[src/rtl/xyph_pkg.sv]
// Package for the XY position hold controller.
// Shared types, register map, control word and sequencer codes.
// No dependencies.
package xyph_pkg;

   localparam int DATA_FRAC_BITS_DEF = 16;
   localparam int GAIN_FRAC_BITS_DEF = 12;

   localparam int DATA_W   = 32;
   localparam int GAIN_W   = 16;
   localparam int LIMIT_W  = 31;
   localparam int PROD_W   = DATA_W + GAIN_W;
   localparam int ACC_W    = PROD_W + 1;
   localparam int CSR_ADDR_W = 5;
   localparam int CSR_DATA_W = 32;

   typedef enum logic [2:0] {
      REG_POS_GAIN_X   = 3'd0,
      REG_POS_GAIN_Y   = 3'd1,
      REG_ROLL_P_GAIN  = 3'd2,
      REG_ROLL_D_GAIN  = 3'd3,
      REG_PITCH_GAIN   = 3'd4,
      REG_SPEED_LIMIT  = 3'd5,
      REG_ROLL_LIMIT   = 3'd6,
      REG_PITCH_LIMIT  = 3'd7
   } reg_idx_type;

   typedef struct packed {
      logic signed [GAIN_W-1:0] pos_gain_x;
      logic signed [GAIN_W-1:0] pos_gain_y;
      logic signed [GAIN_W-1:0] roll_p_gain;
      logic signed [GAIN_W-1:0] roll_d_gain;
      logic signed [GAIN_W-1:0] pitch_gain;
      logic [LIMIT_W-1:0]       speed_limit;
      logic [LIMIT_W-1:0]       roll_limit;
      logic [LIMIT_W-1:0]       pitch_limit;
   } cfg_type;

   typedef enum logic [2:0] {
      MSEL_PX,
      MSEL_PY,
      MSEL_PE,
      MSEL_DX,
      MSEL_EY
   } mul_sel_type;

   typedef enum logic [1:0] {
      ACC_HOLD,
      ACC_LOAD,
      ACC_ADD
   } acc_op_type;

   typedef enum logic [1:0] {
      LIM_SPEED,
      LIM_ROLL,
      LIM_PITCH
   } lim_sel_type;

   typedef struct packed {
      logic        load;
      logic        mul_en;
      mul_sel_type mul_sel;
      acc_op_type  acc_op;
      logic        clp_en;
      lim_sel_type lim_sel;
      logic        ex_en;
      logic        ey_en;
      logic        dx_en;
      logic        roll_en;
      logic        pitch_en;
   } ctrl_type;

endpackage

[src/rtl/xyph_if.sv]
// Item channel interfaces for the XY position hold controller.
// Depends on xyph_pkg.
interface xyph_req_if;
   logic                              valid;
   logic                              ready;
   logic signed [xyph_pkg::DATA_W-1:0] pos_x;
   logic signed [xyph_pkg::DATA_W-1:0] pos_y;
   logic signed [xyph_pkg::DATA_W-1:0] speed_x;
   logic signed [xyph_pkg::DATA_W-1:0] speed_y;

   modport source (output valid, output pos_x, output pos_y, output speed_x,
                   output speed_y, input ready);
   modport sink (input valid, input pos_x, input pos_y, input speed_x,
                 input speed_y, output ready);
endinterface

interface xyph_rsp_if;
   logic                              valid;
   logic                              ready;
   logic signed [xyph_pkg::DATA_W-1:0] roll_cmd;
   logic signed [xyph_pkg::DATA_W-1:0] pitch_cmd;

   modport source (output valid, output roll_cmd, output pitch_cmd,
                   input ready);
   modport sink (input valid, input roll_cmd, input pitch_cmd,
                 output ready);
endinterface

[src/rtl/xyph_csr.sv]
// Configuration register file (APB-style) for the XY position hold controller.
// Depends on xyph_pkg.
module xyph_csr #(
   parameter int DATA_FRAC_BITS = xyph_pkg::DATA_FRAC_BITS_DEF,
   parameter int GAIN_FRAC_BITS = xyph_pkg::GAIN_FRAC_BITS_DEF
) (
   input  logic                              clock,
   input  logic                              reset,
   input  logic                              csr_psel,
   input  logic                              csr_penable,
   input  logic                              csr_pwrite,
   input  logic [xyph_pkg::CSR_ADDR_W-1:0]   csr_paddr,
   input  logic [xyph_pkg::CSR_DATA_W-1:0]   csr_pwdata,
   output logic [xyph_pkg::CSR_DATA_W-1:0]   csr_prdata,
   output logic                              csr_pready,
   output xyph_pkg::cfg_type                 cfg
);

   localparam longint GainOne  = longint'(1) << GAIN_FRAC_BITS;
   localparam longint DataOne  = longint'(1) << DATA_FRAC_BITS;
   localparam longint GxRaw    = (64 * GainOne + 500) / 1000;
   localparam longint GyRaw    = (121 * GainOne + 500) / 1000;
   localparam longint RpRaw    = (14 * GainOne + 5) / 10;
   localparam longint RdRaw    = (22 * GainOne + 5) / 10;
   localparam longint GMax     = 32767;
   localparam longint GxSat    = (GxRaw > GMax) ? GMax : GxRaw;
   localparam longint GySat    = (GyRaw > GMax) ? GMax : GyRaw;
   localparam longint RpSat    = (RpRaw > GMax) ? GMax : RpRaw;
   localparam longint RdSat    = (RdRaw > GMax) ? GMax : RdRaw;
   localparam longint PgRst    = -GainOne;

   localparam logic [xyph_pkg::GAIN_W-1:0]  RstGx = xyph_pkg::GAIN_W'(GxSat);
   localparam logic [xyph_pkg::GAIN_W-1:0]  RstGy = xyph_pkg::GAIN_W'(GySat);
   localparam logic [xyph_pkg::GAIN_W-1:0]  RstRp = xyph_pkg::GAIN_W'(RpSat);
   localparam logic [xyph_pkg::GAIN_W-1:0]  RstRd = xyph_pkg::GAIN_W'(RdSat);
   localparam logic [xyph_pkg::GAIN_W-1:0]  RstPg = xyph_pkg::GAIN_W'(PgRst);
   localparam logic [xyph_pkg::LIMIT_W-1:0] RstSl = xyph_pkg::LIMIT_W'(5 * DataOne);
   localparam logic [xyph_pkg::LIMIT_W-1:0] RstRl = xyph_pkg::LIMIT_W'(6 * DataOne);
   localparam logic [xyph_pkg::LIMIT_W-1:0] RstPl = xyph_pkg::LIMIT_W'(5 * DataOne);

   xyph_pkg::cfg_type     cfg_ff, cfg_in;
   xyph_pkg::reg_idx_type idx;
   logic                  wr_en;

   assign idx        = xyph_pkg::reg_idx_type'(csr_paddr[4:2]);
   assign wr_en      = csr_psel & csr_penable & csr_pwrite;
   assign csr_pready = 1'b1;
   assign cfg        = cfg_ff;

   always_comb begin
      cfg_in = cfg_ff;
      if (wr_en) begin
         case (idx)
            xyph_pkg::REG_POS_GAIN_X:  cfg_in.pos_gain_x  = csr_pwdata[15:0];
            xyph_pkg::REG_POS_GAIN_Y:  cfg_in.pos_gain_y  = csr_pwdata[15:0];
            xyph_pkg::REG_ROLL_P_GAIN: cfg_in.roll_p_gain = csr_pwdata[15:0];
            xyph_pkg::REG_ROLL_D_GAIN: cfg_in.roll_d_gain = csr_pwdata[15:0];
            xyph_pkg::REG_PITCH_GAIN:  cfg_in.pitch_gain  = csr_pwdata[15:0];
            xyph_pkg::REG_SPEED_LIMIT: cfg_in.speed_limit = csr_pwdata[30:0];
            xyph_pkg::REG_ROLL_LIMIT:  cfg_in.roll_limit  = csr_pwdata[30:0];
            xyph_pkg::REG_PITCH_LIMIT: cfg_in.pitch_limit = csr_pwdata[30:0];
            default: cfg_in = cfg_ff;
         endcase
      end
   end

   always_comb begin
      case (idx)
         xyph_pkg::REG_POS_GAIN_X:  csr_prdata = 32'(cfg_ff.pos_gain_x);
         xyph_pkg::REG_POS_GAIN_Y:  csr_prdata = 32'(cfg_ff.pos_gain_y);
         xyph_pkg::REG_ROLL_P_GAIN: csr_prdata = 32'(cfg_ff.roll_p_gain);
         xyph_pkg::REG_ROLL_D_GAIN: csr_prdata = 32'(cfg_ff.roll_d_gain);
         xyph_pkg::REG_PITCH_GAIN:  csr_prdata = 32'(cfg_ff.pitch_gain);
         xyph_pkg::REG_SPEED_LIMIT: csr_prdata = {1'b0, cfg_ff.speed_limit};
         xyph_pkg::REG_ROLL_LIMIT:  csr_prdata = {1'b0, cfg_ff.roll_limit};
         xyph_pkg::REG_PITCH_LIMIT: csr_prdata = {1'b0, cfg_ff.pitch_limit};
         default:                   csr_prdata = '0;
      endcase
   end

   always_ff @(posedge clock) begin
      if (reset) begin
         cfg_ff.pos_gain_x  <= RstGx;
         cfg_ff.pos_gain_y  <= RstGy;
         cfg_ff.roll_p_gain <= RstRp;
         cfg_ff.roll_d_gain <= RstRd;
         cfg_ff.pitch_gain  <= RstPg;
         cfg_ff.speed_limit <= RstSl;
         cfg_ff.roll_limit  <= RstRl;
         cfg_ff.pitch_limit <= RstPl;
      end else begin
         cfg_ff <= cfg_in;
      end
   end

endmodule

[src/rtl/xyph_alu.sv]
// Shared multiply/accumulate, round-clamp and saturating subtract datapath.
// Holds the sample, the intermediate errors, prev X error and result registers.
// Depends on xyph_pkg.
module xyph_alu #(
   parameter int GAIN_FRAC_BITS = xyph_pkg::GAIN_FRAC_BITS_DEF
) (
   input  logic                                clock,
   input  logic                                reset,
   input  xyph_pkg::ctrl_type                  ctrl,
   input  xyph_pkg::cfg_type                   cfg,
   input  logic signed [xyph_pkg::DATA_W-1:0]  pos_x,
   input  logic signed [xyph_pkg::DATA_W-1:0]  pos_y,
   input  logic signed [xyph_pkg::DATA_W-1:0]  speed_x,
   input  logic signed [xyph_pkg::DATA_W-1:0]  speed_y,
   output logic signed [xyph_pkg::DATA_W-1:0]  roll_cmd,
   output logic signed [xyph_pkg::DATA_W-1:0]  pitch_cmd
);

   localparam int DW = xyph_pkg::DATA_W;
   localparam int RW = xyph_pkg::ACC_W + 1;

   function automatic logic signed [DW-1:0] neg_sat(input logic signed [DW-1:0] x);
      logic signed [DW-1:0] r;
      if (x == {1'b1, {(DW-1){1'b0}}}) r = {1'b0, {(DW-1){1'b1}}};
      else                            r = -x;
      return r;
   endfunction

   function automatic logic signed [DW-1:0] sub_sat(input logic signed [DW-1:0] a,
                                                   input logic signed [DW-1:0] b);
      logic signed [DW:0]   d;
      logic signed [DW-1:0] r;
      d = {a[DW-1], a} - {b[DW-1], b};
      if (d[DW] != d[DW-1]) r = d[DW] ? {1'b1, {(DW-1){1'b0}}} : {1'b0, {(DW-1){1'b1}}};
      else                  r = d[DW-1:0];
      return r;
   endfunction

   logic signed [DW-1:0] px_ff, py_ff, vx_ff, vy_ff;
   logic signed [DW-1:0] ex_ff, ey_ff, dx_ff, prev_ff, clp_ff;
   logic signed [DW-1:0] roll_ff, pitch_ff;
   logic signed [xyph_pkg::PROD_W-1:0] prod_ff, prod_in;
   logic signed [xyph_pkg::ACC_W-1:0]  acc_ff, acc_in, prod_ext;
   logic signed [DW-1:0]               mul_a;
   logic signed [xyph_pkg::GAIN_W-1:0] mul_b;
   logic signed [RW-1:0]               rnd_sum, rnd_shift, lim_pos, lim_neg;
   logic [xyph_pkg::LIMIT_W-1:0]       lim;
   logic signed [DW-1:0]               clp_in;

   always_comb begin
      case (ctrl.mul_sel)
         xyph_pkg::MSEL_PX: begin mul_a = neg_sat(px_ff); mul_b = cfg.pos_gain_x; end
         xyph_pkg::MSEL_PY: begin mul_a = neg_sat(py_ff); mul_b = cfg.pos_gain_y; end
         xyph_pkg::MSEL_PE: begin mul_a = ex_ff; mul_b = cfg.roll_p_gain; end
         xyph_pkg::MSEL_DX: begin mul_a = dx_ff; mul_b = cfg.roll_d_gain; end
         xyph_pkg::MSEL_EY: begin mul_a = ey_ff; mul_b = cfg.pitch_gain; end
         default:           begin mul_a = '0; mul_b = '0; end
      endcase
   end

   assign prod_in  = mul_a * mul_b;
   assign prod_ext = {prod_ff[xyph_pkg::PROD_W-1], prod_ff};

   always_comb begin
      case (ctrl.acc_op)
         xyph_pkg::ACC_LOAD: acc_in = prod_ext;
         xyph_pkg::ACC_ADD:  acc_in = acc_ff + prod_ext;
         default:            acc_in = acc_ff;
      endcase
   end

   always_comb begin
      case (ctrl.lim_sel)
         xyph_pkg::LIM_SPEED: lim = cfg.speed_limit;
         xyph_pkg::LIM_ROLL:  lim = cfg.roll_limit;
         xyph_pkg::LIM_PITCH: lim = cfg.pitch_limit;
         default:             lim = '0;
      endcase
   end

   // round half up, floor shift, symmetric clamp
   always_comb begin
      rnd_sum   = {acc_ff[xyph_pkg::ACC_W-1], acc_ff}
                  + (RW'(1) <<< (GAIN_FRAC_BITS - 1));
      rnd_shift = rnd_sum >>> GAIN_FRAC_BITS;
      lim_pos   = $signed({{(RW-xyph_pkg::LIMIT_W){1'b0}}, lim});
      lim_neg   = -lim_pos;
      if (rnd_shift > lim_pos)      clp_in = lim_pos[DW-1:0];
      else if (rnd_shift < lim_neg) clp_in = lim_neg[DW-1:0];
      else                          clp_in = rnd_shift[DW-1:0];
   end

   always_ff @(posedge clock) begin
      if (ctrl.load) begin
         px_ff <= pos_x;
         py_ff <= pos_y;
         vx_ff <= speed_x;
         vy_ff <= speed_y;
      end
      if (ctrl.mul_en)   prod_ff  <= prod_in;
      acc_ff <= acc_in;
      if (ctrl.clp_en)   clp_ff   <= clp_in;
      if (ctrl.ex_en)    ex_ff    <= sub_sat(clp_ff, vx_ff);
      if (ctrl.ey_en)    ey_ff    <= sub_sat(clp_ff, vy_ff);
      if (ctrl.dx_en)    dx_ff    <= sub_sat(ex_ff, prev_ff);
      if (ctrl.roll_en)  roll_ff  <= clp_ff;
      if (ctrl.pitch_en) pitch_ff <= clp_ff;
   end

   always_ff @(posedge clock) begin
      if (reset) begin
         prev_ff <= '0;
      end else if (ctrl.dx_en) begin
         prev_ff <= ex_ff;
      end
   end

   assign roll_cmd  = roll_ff;
   assign pitch_cmd = pitch_ff;

endmodule

[src/rtl/xyph_seq.sv]
// Sequencer for the XY position hold controller: one-hot state machine that
// steps the shared datapath and owns the item handshakes. Depends on xyph_pkg.
module xyph_seq (
   input  logic               clock,
   input  logic               reset,
   input  logic               req_valid,
   output logic               req_ready,
   output logic               rsp_valid,
   input  logic               rsp_ready,
   output xyph_pkg::ctrl_type ctrl
);

   typedef enum logic [11:0] {
      ST_IDLE = 12'b000000000001,
      ST_MX   = 12'b000000000010,
      ST_MY   = 12'b000000000100,
      ST_TX   = 12'b000000001000,
      ST_TY   = 12'b000000010000,
      ST_EY   = 12'b000000100000,
      ST_MP   = 12'b000001000000,
      ST_MD   = 12'b000010000000,
      ST_MG   = 12'b000100000000,
      ST_RL   = 12'b001000000000,
      ST_PT   = 12'b010000000000,
      ST_OUT  = 12'b100000000000
   } state_type;

   state_type state_ff, state_in;
   logic      valid_ff, valid_in;
   logic      out_free;

   assign out_free  = ~valid_ff | rsp_ready;
   assign req_ready = (state_ff == ST_IDLE);
   assign rsp_valid = valid_ff;

   always_comb begin
      state_in      = state_ff;
      ctrl.load     = 1'b0;
      ctrl.mul_en   = 1'b0;
      ctrl.mul_sel  = xyph_pkg::MSEL_PX;
      ctrl.acc_op   = xyph_pkg::ACC_HOLD;
      ctrl.clp_en   = 1'b0;
      ctrl.lim_sel  = xyph_pkg::LIM_SPEED;
      ctrl.ex_en    = 1'b0;
      ctrl.ey_en    = 1'b0;
      ctrl.dx_en    = 1'b0;
      ctrl.roll_en  = 1'b0;
      ctrl.pitch_en = 1'b0;
      case (state_ff)
         ST_IDLE: begin
            if (req_valid) begin
               ctrl.load = 1'b1;
               state_in  = ST_MX;
            end
         end
         ST_MX: begin
            ctrl.mul_en  = 1'b1;
            ctrl.mul_sel = xyph_pkg::MSEL_PX;
            state_in     = ST_MY;
         end
         ST_MY: begin
            ctrl.mul_en  = 1'b1;
            ctrl.mul_sel = xyph_pkg::MSEL_PY;
            ctrl.acc_op  = xyph_pkg::ACC_LOAD;
            state_in     = ST_TX;
         end
         ST_TX: begin
            ctrl.clp_en  = 1'b1;
            ctrl.lim_sel = xyph_pkg::LIM_SPEED;
            ctrl.acc_op  = xyph_pkg::ACC_LOAD;
            state_in     = ST_TY;
         end
         ST_TY: begin
            ctrl.ex_en   = 1'b1;
            ctrl.clp_en  = 1'b1;
            ctrl.lim_sel = xyph_pkg::LIM_SPEED;
            state_in     = ST_EY;
         end
         ST_EY: begin
            ctrl.ey_en = 1'b1;
            ctrl.dx_en = 1'b1;
            state_in   = ST_MP;
         end
         ST_MP: begin
            ctrl.mul_en  = 1'b1;
            ctrl.mul_sel = xyph_pkg::MSEL_PE;
            state_in     = ST_MD;
         end
         ST_MD: begin
            ctrl.mul_en  = 1'b1;
            ctrl.mul_sel = xyph_pkg::MSEL_DX;
            ctrl.acc_op  = xyph_pkg::ACC_LOAD;
            state_in     = ST_MG;
         end
         ST_MG: begin
            ctrl.mul_en  = 1'b1;
            ctrl.mul_sel = xyph_pkg::MSEL_EY;
            ctrl.acc_op  = xyph_pkg::ACC_ADD;
            state_in     = ST_RL;
         end
         ST_RL: begin
            // hold here until the result register is free
            if (out_free) begin
               ctrl.clp_en  = 1'b1;
               ctrl.lim_sel = xyph_pkg::LIM_ROLL;
               ctrl.acc_op  = xyph_pkg::ACC_LOAD;
               state_in     = ST_PT;
            end
         end
         ST_PT: begin
            ctrl.roll_en = 1'b1;
            ctrl.clp_en  = 1'b1;
            ctrl.lim_sel = xyph_pkg::LIM_PITCH;
            state_in     = ST_OUT;
         end
         ST_OUT: begin
            ctrl.pitch_en = 1'b1;
            state_in      = ST_IDLE;
         end
         default: state_in = ST_IDLE;
      endcase
   end

   always_comb begin
      valid_in = valid_ff;
      if (valid_ff && rsp_ready) valid_in = 1'b0;
      if (state_ff == ST_OUT)    valid_in = 1'b1;
   end

   always_ff @(posedge clock) begin
      if (reset) begin
         state_ff <= ST_IDLE;
         valid_ff <= 1'b0;
      end else begin
         state_ff <= state_in;
         valid_ff <= valid_in;
      end
   end

endmodule

[src/rtl/xy_position_hold_controller.sv]
// XY position hold controller: cascaded position/speed loops on one shared
// 32x16 multiplier with a 49-bit accumulator, stepped by a one-hot sequencer.
// A new item is accepted only in the idle state, once the sequencer has stepped
// through all eleven sequencer steps of the last one; the sequencer also holds
// while a finished result is still waiting to be taken.
// Reset: synchronous, active high; loads default gains/limits, clears the
// previous X error and the handshake state.
module xy_position_hold_controller #(
   parameter int DATA_FRAC_BITS = xyph_pkg::DATA_FRAC_BITS_DEF,
   parameter int GAIN_FRAC_BITS = xyph_pkg::GAIN_FRAC_BITS_DEF
) (
   input  logic                            clock,
   input  logic                            reset,
   xyph_req_if.sink                        req_if,
   xyph_rsp_if.source                      rsp_if,
   input  logic                            csr_psel,
   input  logic                            csr_penable,
   input  logic                            csr_pwrite,
   input  logic [xyph_pkg::CSR_ADDR_W-1:0] csr_paddr,
   input  logic [xyph_pkg::CSR_DATA_W-1:0] csr_pwdata,
   output logic [xyph_pkg::CSR_DATA_W-1:0] csr_prdata,
   output logic                            csr_pready
);

   xyph_pkg::cfg_type  cfg;
   xyph_pkg::ctrl_type ctrl;
   logic               req_ready;
   logic               rsp_valid;

   xyph_csr #(
      .DATA_FRAC_BITS (DATA_FRAC_BITS),
      .GAIN_FRAC_BITS (GAIN_FRAC_BITS)
   ) u_csr (
      .clock       (clock),
      .reset       (reset),
      .csr_psel    (csr_psel),
      .csr_penable (csr_penable),
      .csr_pwrite  (csr_pwrite),
      .csr_paddr   (csr_paddr),
      .csr_pwdata  (csr_pwdata),
      .csr_prdata  (csr_prdata),
      .csr_pready  (csr_pready),
      .cfg         (cfg)
   );

   xyph_seq u_seq (
      .clock     (clock),
      .reset     (reset),
      .req_valid (req_if.valid),
      .req_ready (req_ready),
      .rsp_valid (rsp_valid),
      .rsp_ready (rsp_if.ready),
      .ctrl      (ctrl)
   );

   xyph_alu #(
      .GAIN_FRAC_BITS (GAIN_FRAC_BITS)
   ) u_alu (
      .clock     (clock),
      .reset     (reset),
      .ctrl      (ctrl),
      .cfg       (cfg),
      .pos_x     (req_if.pos_x),
      .pos_y     (req_if.pos_y),
      .speed_x   (req_if.speed_x),
      .speed_y   (req_if.speed_y),
      .roll_cmd  (rsp_if.roll_cmd),
      .pitch_cmd (rsp_if.pitch_cmd)
   );

   assign req_if.ready = req_ready;
   assign rsp_if.valid = rsp_valid;

endmodule
[src/flat_wrapper.sv]
// flat-port wrapper written by rule: the top's interface ports become plain ports
module xy_position_hold_controller_flat 
#(
   parameter int DATA_FRAC_BITS = xyph_pkg::DATA_FRAC_BITS_DEF,
   parameter int GAIN_FRAC_BITS = xyph_pkg::GAIN_FRAC_BITS_DEF
)
  (clock, reset, csr_psel, csr_penable, csr_pwrite, csr_paddr, csr_pwdata, csr_prdata, csr_pready, req_if_valid, req_if_pos_x, req_if_pos_y, req_if_speed_x, req_if_speed_y, req_if_ready, rsp_if_valid, rsp_if_roll_cmd, rsp_if_pitch_cmd, rsp_if_ready);
  xyph_req_if req_if_i ();
  xyph_rsp_if rsp_if_i ();
  input  logic clock;
  input  logic reset;
  input  logic csr_psel;
  input  logic csr_penable;
  input  logic csr_pwrite;
  input  logic [xyph_pkg::CSR_ADDR_W-1:0] csr_paddr;
  input  logic [xyph_pkg::CSR_DATA_W-1:0] csr_pwdata;
  output logic [xyph_pkg::CSR_DATA_W-1:0] csr_prdata;
  output logic csr_pready;
  input wire logic [$bits(req_if_i.valid)-1:0] req_if_valid;
  input wire logic [$bits(req_if_i.pos_x)-1:0] req_if_pos_x;
  input wire logic [$bits(req_if_i.pos_y)-1:0] req_if_pos_y;
  input wire logic [$bits(req_if_i.speed_x)-1:0] req_if_speed_x;
  input wire logic [$bits(req_if_i.speed_y)-1:0] req_if_speed_y;
  output wire logic [$bits(req_if_i.ready)-1:0] req_if_ready;
  output wire logic [$bits(rsp_if_i.valid)-1:0] rsp_if_valid;
  output wire logic [$bits(rsp_if_i.roll_cmd)-1:0] rsp_if_roll_cmd;
  output wire logic [$bits(rsp_if_i.pitch_cmd)-1:0] rsp_if_pitch_cmd;
  input wire logic [$bits(rsp_if_i.ready)-1:0] rsp_if_ready;
  assign req_if_i.valid = req_if_valid;
  assign req_if_i.pos_x = req_if_pos_x;
  assign req_if_i.pos_y = req_if_pos_y;
  assign req_if_i.speed_x = req_if_speed_x;
  assign req_if_i.speed_y = req_if_speed_y;
  assign req_if_ready = req_if_i.ready;
  assign rsp_if_valid = rsp_if_i.valid;
  assign rsp_if_roll_cmd = rsp_if_i.roll_cmd;
  assign rsp_if_pitch_cmd = rsp_if_i.pitch_cmd;
  assign rsp_if_i.ready = rsp_if_ready;
  xy_position_hold_controller #(.DATA_FRAC_BITS(DATA_FRAC_BITS), .GAIN_FRAC_BITS(GAIN_FRAC_BITS)) u_core (.clock(clock), .reset(reset), .req_if(req_if_i), .rsp_if(rsp_if_i), .csr_psel(csr_psel), .csr_penable(csr_penable), .csr_pwrite(csr_pwrite), .csr_paddr(csr_paddr), .csr_pwdata(csr_pwdata), .csr_prdata(csr_prdata), .csr_pready(csr_pready));
endmodule
[config.mk]
export PLATFORM = sky130hd
export DESIGN_NAME = xy_position_hold_controller_flat
export DESIGN_NICKNAME = d
export VERILOG_FILES = /design/src/rtl/xyph_pkg.sv /design/src/rtl/xyph_if.sv /design/src/rtl/xyph_csr.sv /design/src/rtl/xyph_alu.sv /design/src/rtl/xyph_seq.sv /design/src/rtl/xy_position_hold_controller.sv /design/src/flat_wrapper.sv
export SDC_FILE = /design/constraint.sdc
export NUM_CORES = 2
export LEC_CHECK = 0
export BUFFER_PORTS_ARGS = -buffer_cell sky130_fd_sc_hd__buf_2
export CORE_UTILIZATION = 49
export CTS_CLUSTER_SIZE = 40
export DETAILED_ROUTE_END_ITERATION = 7
export PLACE_DENSITY_LB_ADDON = 0.12
export SYNTH_ARGS = -nofsm -noshare
export SYNTH_HDL_FRONTEND = slang
export SYNTH_HIERARCHICAL = 1
export SYNTH_SLANG_ARGS = --single-unit
[constraint.sdc]
create_clock -name clock -period 12.8 [get_ports clock]
set_input_delay 2.56 -clock clock [delete_from_list [all_inputs] [get_ports clock]]
set_output_delay 2.56 -clock clock [all_outputs]
set_load 0.005 [all_outputs]
==> parameters.txt <==
Parameter                              Value

Run status
  Run status    completed

Detailed routing
  Drt pass-1 iters    6
  Initial drt markers    3754
  Total Routed Length    176000 um
  Vias per inst    5.76
  Post-route DRC violation count    0
  Routed length per instance    22.7 um
  Via count    44597
  Antenna Violating Nets Remaining    0

Worst setup path
  Critical-path maximum fanout    18
  R2r setup slk    1.52 ns
  Worst setup EP type    flip-flop
  Worst Reg2Reg Path Length in Cells    27
  Launching point of the worst reg2reg path    u_core/u_alu/px_ff[9]
  FF-to-FF End    u_core/u_alu/prod_ff[42]
  Startpoint type of the worst setup path    flip-flop
  Critical path data arrival time    11.65 ns
  Crit path required time    13.17 ns
  Setup Crit Path Kind    reg2reg

Power
  Power density cells    110 nW/um2
  Cell-internal power    4470 uW
  Fraction of power consumed by sequential logic    35.0%
  Leakage component of the power    0.0262 uW
  Worst supply voltage drop on vdd    0.0882 mV
  Final Total Pwr    6760 uW
  Clock network fraction of design power    32.2%
  Switching power    2300 uW
  Logic pwr share    32.8%
  Sw Ratio    34.0%

Synthesis
  Yosys reg bits    635
  Xor-xnor portion of the synthesized cell area    4.33%
  Post-synth ARST share    0%
  Syn Std Cell Area    56200 um2
  Number of flops mapped to enable cells by yosys    417
  Synth Area in Compound Gates    13.2%
  Ys flop type    edfxtp_1
  Simple-Gate Fraction of Synth Area    14.7%
  Dominant combinational cell family by area after synthesis    adder cells
  Mean instance size in the synthesized netlist    9.29 um2
  Sequential area share after synthesis    30.0%
  Share of cell area taken by muxes after synthesis    4.69%
  Post-synth cell types    103
  Adder-cell area share of the yosys netlist    25.5%
  Gate count of the mapped netlist    6055
  Net count of the mapped netlist    7060
  Count of warnings emitted by yosys    6

STA
  Max Transition Viols Final    0
  Number of endpoints failing setup at the final stage    0
  Actual slew at the worst max-slew pin    1.23 ns
  Fmax    0.0887 GHz
  Max-slew headroom at the worst pin    17.8%
  TNS Setup    0 ns
  Setup skew after layout    0.0423 ns
  Final cycle utilization of the critical path    88.1%
  RSZ-0062 raised after global routing    false
  Number of hold-slack violations in the final timing report    0
  Min Tclk post-route    11.28 ns

Placement
  Quantity of I/O buffers inserted on ports    266
  Placer's final routability congestion estimate    0.936
  Placed cell count    7613
  Detailed Place HPWL    133000 um

Layout
  Total area of multi-input combinational cells    35400 um2
  Number of standard cells in the layout, taps in and fillers out    7745
  Area growth, synth to finish    9.39%
  Fraction of final layout cells sized beyond drive strength 1    10.6%
  Nets    7193
  Reg area    16900 um2
  Fill cells    10382

CTS
  Cell at the root of the clock tree    clkbuf_16
  Post-CTS Repair Setup Buffers    0
  Total number of clock tree sinks    635
  Register clock-pin slew on the reported worst setup and hold paths    0.06 ns
  Clock buffers created by TritonCTS    73
  H-Tree Depth    3
  Max Root-Sink Buffers    3
  Post-cts gate resize count    0
  Clock latency on the worst-skew pair    0.66 ns
  Hold_buf cts    0
  CTS tree    yes

Run
  Max-cap viol count    0

Floorplan
  Number of ports placed on the die boundary    271
  Horizontal die dimension    341 um
  Core Region    113000 um2
  Chip Height    341 um
  Initial standard-cell utilization of the core    49.7%
  Row count    123
  Floorplan die area    116000 um2

Min path
  Hold path endpoint    u_core/u_csr/cfg[23]
  Worst hold path cell count    2
  Worst hold path class    reg2reg
  Worst min-delay path startpoint    u_core/u_csr/cfg[23]

Global routing
  Largest net degree at the start of global routing    87
  GRT Util Overall    30.4%
  Number of global-route vias before repair    43881
  Global-route wire length before repair    269000 um
  Antenna violations before repair    11
  GRT Residual Overflow    0
[critical path, cell delays in order, from the launching register on]
cell and delay, ns:
edfxtp_1 0.44, nor4_1 0.64, nand4b_1 0.31, nor3_1 0.49, nand3_1 0.32, nor2_1 0.88, o21ai_0 0.33, o2111a_1 0.49
or2_2 0.41, fa_1 0.48, fa_1 0.55, inv_1 0.06, fa_1 0.52, fa_1 0.53, fa_1 0.61, inv_1 0.08
fa_1 0.58, inv_1 0.06, ha_1 0.36, and3_1 0.21, nand4_1 0.19, a2111oi_0 0.75, o21ai_0 0.32, o211ai_1 0.47
and2_1 0.27, a41oi_1 0.25, o21ai_0 0.30, xor2_1 0.12
[metal layers]
layer  share of wire, %  global-route usage, %  vias up
li1                   -                      -    20681
met1                 43                   42.4    21856
met2                 44                   47.0     1716
met3                7.7                   4.90      330
met4                4.7                   12.9       14
met5              0.048                      0        -
[metrics by stage]
| stage | hold slack, ns | setup slack (ns) | instance area [um2] | utilization, % |
|---|---|---|---|---|
| global route | 0.485 | 0.988 | 61500 | 54.4 |
| floorplan | 0.442 | 3.27 | 56200 | - |
| finish | 0.468 | 1.52 | 61500 | 54.4 |
| detailed placement | 0.461 | 1.78 | 59100 | 52.2 |
| CTS | 0.469 | 1.68 | 61500 | 54.4 |
| global placement | 0.453 | 1.71 | 59100 | 52.2 |
[cell type report]
type | instances | share of cell area (%)
inverters | 798 | 4.87
clock inverters | 33 | 0.679
flip-flops and latches | 635 | 27.4
multi-input cells | 4334 | 57.5
well taps | 1500 | 3.05
repair buffers | 346 | 3.15
clock buffers | 98 | 3.34
diodes | 1 | 0.00407
[cells in the final DEF (no fill, tap or decap), types with 36 or more instances in the layout]
master	instances
nor2_1	578
buf_4	80
a21o_1	139
mux2_2	85
edfxtp_1	417
ha_1	341
buf_2	265
nand4_1	52
a22oi_1	45
nand3_1	80
nor3_1	45
inv_1	793
fa_1	491
clkbuf_16	74
nand3b_1	38
nand2b_1	82
and3_1	36
xnor2_1	189
a21oi_1	420
xor2_1	89
or2_2	36
nor2b_1	37
mux2i_1	168
nand2_1	678
dfxtp_1	218
o21ai_0	169
[flip-flops by register name (all words and copies together) (netlist names)]
| register | flops |
|---|---|
| u_core/u_alu/pitch_cmd | 32 |
| u_core/u_alu/prev_ff | 32 |
| u_core/u_alu/prod_ff | 48 |
| u_core/u_alu/dx_ff | 32 |
| u_core/u_alu/px_ff | 32 |
| u_core/u_seq/rsp_valid | 1 |
| u_core/u_alu/py_ff | 32 |
| u_core/u_csr/cfg | 173 |
| u_core/u_alu/roll_cmd | 32 |
| u_core/u_seq/state_ff | 12 |
| u_core/u_alu/clp_ff | 32 |
| u_core/u_alu/ex_ff | 32 |
| u_core/u_alu/acc_ff | 49 |
| u_core/u_alu/vy_ff | 32 |
| u_core/u_alu/ey_ff | 32 |
| u_core/u_alu/vx_ff | 32 |
[cells by family after synthesis]
group                      Yosys count
DFF                                635
adders and majority gates          859
muxes                              253
buffers and inverters             1086
xor gates and xnor gates           278
and+or+nand+nor                   1799
other                                1
AOI/OAI and AO/OA                 1144
[how the worst max path moves through the flow]
| stage | cells after the start | slack (ns) | start | to |
|---|---|---|---|---|
| finish | 27 | 1.52 | u_core/u_alu/px_ff[9] | u_core/u_alu/prod_ff[42] |
| global route | 27 | 0.99 | u_core/u_alu/px_ff[9] | u_core/u_alu/prod_ff[42] |
| CTS | 27 | 1.68 | u_core/u_alu/px_ff[9] | u_core/u_alu/prod_ff[42] |
| detailed placement | 27 | 1.78 | u_core/u_alu/px_ff[9] | u_core/u_alu/prod_ff[42] |
| global placement | 27 | 1.71 | u_core/u_alu/px_ff[9] | u_core/u_alu/prod_ff[42] |
| floorplan | 30 | 3.27 | u_core/u_seq/state_ff[8] | u_core/u_alu/prod_ff[47] |
[synth_stat cells, types with 24 or more instances]
master,n,area (um2)
nand4_1,52,325
nand2b_1,82,513
nand3_1,80,400
and3_1,36,225
o22ai_1,29,181
xor2_1,89,780
mux2i_1,168,1680
o21ai_0,169,846
or2_2,36,225
buf_2,69,345
nor2_1,582,2180
ha_1,342,4280
a21o_1,139,1040
o21a_1,32,240
xnor2_1,189,1660
dfxtp_1,218,4360
nor2b_1,39,244
inv_1,797,2990
a21oi_1,420,2100
maj3_1,26,260
edfxtp_1,417,12500
mux2_2,85,957
nand2_1,679,2550
a31oi_1,26,163
fa_1,491,9830
clkbuf_1,186,698
nand3b_1,38,285
o21bai_1,24,180
nor3_1,46,230
o22a_1,25,219
a22oi_1,45,338
[power groups by stage]
stage / clock [uW] / combinational (uW) / sequential [uW]
floorplan: 0 / 1590 / 2400
global placement: 0 / 2170 / 2410
detailed placement: 0 / 2160 / 2410
CTS: 2220 / 2210 / 2370
global route: 2290 / 2490 / 2370
finish: 2180 / 2220 / 2370
No activity file was read; power rests on OpenSTA's default activity.
